--- src/rtl/fbpa_pkg.sv ---
// Package for the fixed block pool allocator.
// Holds sizes, field codes and the command/status structs shared by the modules.
// No dependencies.
`timescale 1ns / 1ps

package fbpa_pkg;

	// pool and field sizes
	localparam int POOL_SLOTS = 1024;
	localparam int SLOT_W     = 10;
	localparam int ADDR_W     = $clog2(POOL_SLOTS);
	localparam int CNT_W      = $clog2(POOL_SLOTS + 1);
	localparam int CMP_W      = 18;
	localparam int LINK_W     = SLOT_W + 1;
	localparam int OBJ_W      = 13;
	localparam int OFF_W      = 22;
	localparam int PROD_W     = SLOT_W + OBJ_W;

	// object size limits and reset value
	localparam logic [OBJ_W-1:0] OBJ_MIN   = OBJ_W'(8);
	localparam logic [OBJ_W-1:0] OBJ_MAX   = OBJ_W'(4096);
	localparam logic [OBJ_W-1:0] OBJ_RESET = OBJ_W'(8);

	// action codes
	localparam logic ACT_ALLOC = 1'b0;
	localparam logic ACT_FREE  = 1'b1;

	// status codes
	localparam logic ST_OK        = 1'b0;
	localparam logic ST_EXHAUSTED = 1'b1;

	// controller to datapath
	typedef struct packed {
		logic capture;  // latch the accepted input beat
		logic exec;     // perform the latched request and load the result
		logic pop;      // load the free-list head from the link memory
	} fbpa_cmd_t;

	// datapath to controller
	typedef struct packed {
		logic is_pop;   // latched request pops the free list
		logic out_room; // result register can take a new result
	} fbpa_stat_t;

endpackage

--- src/rtl/fbpa_ctrl.sv ---
// Controller for the fixed block pool allocator.
// Sequences capture, execute and free-list pop; uses fbpa_pkg.
`timescale 1ns / 1ps

module fbpa_ctrl
	import fbpa_pkg::*;
(
	input  logic       clk,
	input  logic       arst_n,
	input  logic       in_valid,
	output logic       in_stall,
	input  fbpa_stat_t stat,
	output fbpa_cmd_t  cmd
);

	typedef enum logic [1:0] {
		S_IDLE,
		S_EXEC,
		S_POP
	} state_t;

	state_t state_q;
	logic   ready_q;
	logic   accept;

	assign in_stall = !ready_q;
	assign accept   = in_valid && ready_q;

	// drive commands from the current state
	always_comb begin
		cmd.capture = accept;
		cmd.exec    = (state_q == S_EXEC) && stat.out_room;
		cmd.pop     = (state_q == S_POP);
	end

	// advance state and registered ready
	always_ff @(posedge clk or negedge arst_n) begin
		if (!arst_n) begin
			state_q <= S_IDLE;
			ready_q <= 1'b1;
		end else begin
			case (state_q)
				S_IDLE: begin
					if (accept) begin
						state_q <= S_EXEC;
						ready_q <= 1'b0;
					end
				end
				S_EXEC: begin
					if (stat.out_room) begin
						state_q <= stat.is_pop ? S_POP : S_IDLE;
						ready_q <= 1'b1;
					end
				end
				S_POP: begin
					// next beat may enter while the head reloads
					if (accept) begin
						state_q <= S_EXEC;
						ready_q <= 1'b0;
					end else begin
						state_q <= S_IDLE;
						ready_q <= 1'b1;
					end
				end
				default: begin
					state_q <= S_IDLE;
					ready_q <= 1'b1;
				end
			endcase
		end
	end

endmodule

--- config.mk ---
export PLATFORM = sky130hd
export DESIGN_NAME = fbpa_ctrl
export DESIGN_NICKNAME = d
export VERILOG_FILES = /design/src/rtl/fbpa_pkg.sv /design/src/rtl/fbpa_ctrl.sv
export SDC_FILE = /design/constraint.sdc
export NUM_CORES = 1
export LEC_CHECK = 0
export BUFFER_PORTS_ARGS = -buffer_cell sky130_fd_sc_hd__buf_2
export CORE_AREA = 2 2 39 41
export CTS_CLUSTER_DIAMETER = 150
export CTS_CLUSTER_SIZE = 40
export DETAILED_ROUTE_END_ITERATION = 16
export DIE_AREA = 0 0 41 43
export SYNTH_ARGS = -nofsm -noshare
export SYNTH_HDL_FRONTEND = slang
export SYNTH_SLANG_ARGS = --single-unit
--- constraint.sdc ---
create_clock -name clk -period 0.8 [get_ports clk]
set_input_delay 0.12 -clock clk [delete_from_list [all_inputs] [get_ports clk]]
set_output_delay 0.12 -clock clk [all_outputs]
set_load 0.01 [all_outputs]
==> impl_metrics.json <==
{
  "finalWeightedCongestion": 0.563,
  "clock-skew-final_ps": 1.00,
  "fin_nets": 38,
  "critPathMaxFanout": 3,
  "worst-endpoint-required_ps": 680,
  "cts_tree": "yes",
  "syn_nets": 20,
  "final_antenna_net_count": 0,
  "fin_util": 0.231,
  "slew_viol_final": 0,
  "synth_compound_area_frac": 0.0992,
  "crit_path_end_kind": "output pin",
  "synth.area.mux_share": 0,
  "grt_max_degree": 5,
  "max-cap-violations": 0,
  "crit_buf_inv": 2,
  "buffer_ports.inserted": 8,
  "yosys.area_share.adder": 0,
  "clockRootBuffer": "clkbuf_4",
  "power.static_leakage_uw": 0.000161,
  "period_needed_ps": 1110,
  "syn_inst": 15,
  "final.hold.worst_slack_ps": 95.4,
  "detail_route.wirelength_microns": 388,
  "syn_to_final_growth_pct": 111,
  "timing_worst_slew_pin_value_ps": 141,
  "synth_area_per_cell_sq_um": 10.1,
  "yosys.area_share.simple": 0.298,
  "worst_path_dominant_cell_family": "flip-flops",
  "setup.worst_path.start_class": "flip-flop",
  "synth_seq_cells": 3,
  "synth-warning-count": 0,
  "timing_worst_setup_path_type": "flip-flop to output pin",
  "floorplan.core_area_sq_um": 1380,
  "violations": "setup timing",
  "design.portCount": 9,
  "layout-drive-gt1-share": 0.781,
  "first_global_vias": 163,
  "via_per_inst": 3.40,
  "die_height_microns": 43,
  "postLayoutSetupSlackWorst_ps": -307,
  "finish.cell_count_without_fillers": 48,
  "synth.yosys.seq_area_share": 0.504,
  "clkSinkCount": 3,
  "power_density_nw_per_um2": 3440,
  "htreeDepth": 1,
  "grt.overflow.total": 0,
  "initial_standard_cell_utilization_of_the_core": 0.109,
  "dp_cells": 41,
  "dieArea_sq_um": 1760,
  "filler_cell_count": 155,
  "drt_iter0_markers": 0,
  "hold_path_class": "input pin to flip-flop",
  "grt_use_total": 0.0643,
  "slowest_delay_ps": 550,
  "rsz0062_at_grt": "yes",
  "timing.setup.tns_ps": -1380,
  "diodes": 0,
  "fin_total_pwr_uw": 1100,
  "max_buffers_root_to_sink": 2,
  "vias": 163,
  "post_synthesis_instance_area_sq_um": 151,
  "numCtsBuffers": 3,
  "floorplan.rows": 14,
  "path_cells": "nand2_2, inv_2, buf_6",
  "final_hold_viol_count": 0,
  "fmax_mhz": 904,
  "largest_family_of_logic_cells_by_synthesized_area": "simple AND/OR/NAND/NOR gates",
  "outcome": "complete, but fails checks",
  "cp.arrival_ps": 990,
  "slew_headroom": 0.906,
  "wire_per_inst_microns": 8.08,
  "synth-xor-area-share": 0,
  "synthDistinctLibCells": 12,
  "die-width_microns": 41,
  "clock_insertion_delay_worst_skew_ps": 230,
  "final_critical_path_share_of_the_clock_period": 1.38,
  "max-vdd-ir-drop_uv": 760,
  "clkSlewWorstSetupHoldPaths_ps": 40,
  "drt_pass1_iterations": 1,
  "drc": 0,
  "grt_first_pass_wirelength_microns": 621,
  "timing.critical_path.slowest_stage_cell": "dfstp_2",
  "antenna_found_initial": 0,
  "setup_viol_count_final": 7
}
==> final cells by class <==
type	count	area [sq um]	area share
clock buffer	4	26.3	0.0824
tap	16	20.0	0.0627
timing repair buffer	14	114	0.357
sequential	3	76.3	0.239
multi-input combinational	9	75.1	0.235
inverter	2	7.51	0.0235
==> metal layers <==
metal | GRT usage | vias up | wire length, microns
li1 | - | 82 | -
met5 | 0 | - | 0
met1 | 0.0452 | 74 | 147
met3 | 0.0942 | 0 | 47
met4 | 0.0400 | 0 | 0
met2 | 0.0813 | 7 | 193
==> state kept, by name, summed over array words and instances (netlist names) <==
register	cells
state_q	2
ready_q	1
==> path summary, 6_finish.rpt <==
check / slack (ps) / from / endpoint / cells after the start
worst max-delay path: -310 / ready_q$_DFFE_PN1P_ / cmd[2] / 3
worst min-delay path: 100 / stat[0] / state_q[0]$_DFFE_PN0P_ / 2
worst max register to register: -160 / ready_q$_DFFE_PN1P_ / state_q[0]$_DFFE_PN0P_ / 3
worst min register to register: 570 / ready_q$_DFFE_PN1P_ / ready_q$_DFFE_PN1P_ / 2
max in group asynchronous: 390 / arst_n / ready_q$_DFFE_PN1P_ / 2
min in group asynchronous: 220 / arst_n / state_q[0]$_DFFE_PN0P_ / 2
==> per-stage QoR <==
stage | instance area [sq um] | setup WS (ps)
after global routing | 319 | -358
after detailed placement | 229 | -75.9
after global placement | 229 | -70.8
final | 319 | -307
after CTS | 292 | -297
after floorplan | 158 | -31.3
==> synthesized netlist by cell type <==
cell type  n  share of area
buf_4      1          0.050
dfrtp_1    2           0.33
dfstp_2    1           0.17
nor3b_2    1          0.083
nand2b_1   1          0.041
nor2_1     2          0.050
nand2_2    1          0.041
nand2_1    1          0.025
and2b_2    1          0.058
inv_1      2          0.050
a2bb2oi_1  1          0.058
o22ai_1    1          0.041
==> layout by cell type, fill, tap and decap left out, types with 2 or more instances in the layout <==
cell      n
buf_2     5
buf_6     5
clkbuf_4  3
buf_4     3
nand2_2   2
inv_2     2
nor2_1    2
dfrtp_1   2
==> power by group <==
part	leakage [uW]	switching, uW	total [uW]	internal, uW
sequential	0.0000369	64.9	297	232
clock	0.0000150	74.0	261	187
combinational	0.000110	203	541	339
total	0.000161	341	1100	757
==> cells by family (layout without fill, tap and decap cells) <==
| logic type | Yosys count | after routing |
|---|---|---|
| AOI/OAI and AO/OA | 2 | 2 |
| buffers and inverters | 3 | 20 |
| DFF | 3 | 3 |
| and+or+nand+nor | 7 | 7 |
==> timing repair <==
action,4_1_cts,5_1_grt
resized for setup,3,5
setup endpoints to repair,6,7
pin swaps,1,4
endpoints found under the hold margin,3,0
hold buffers,1,0
buffers inserted,1,2
Power figures use the tool's default switching activity.
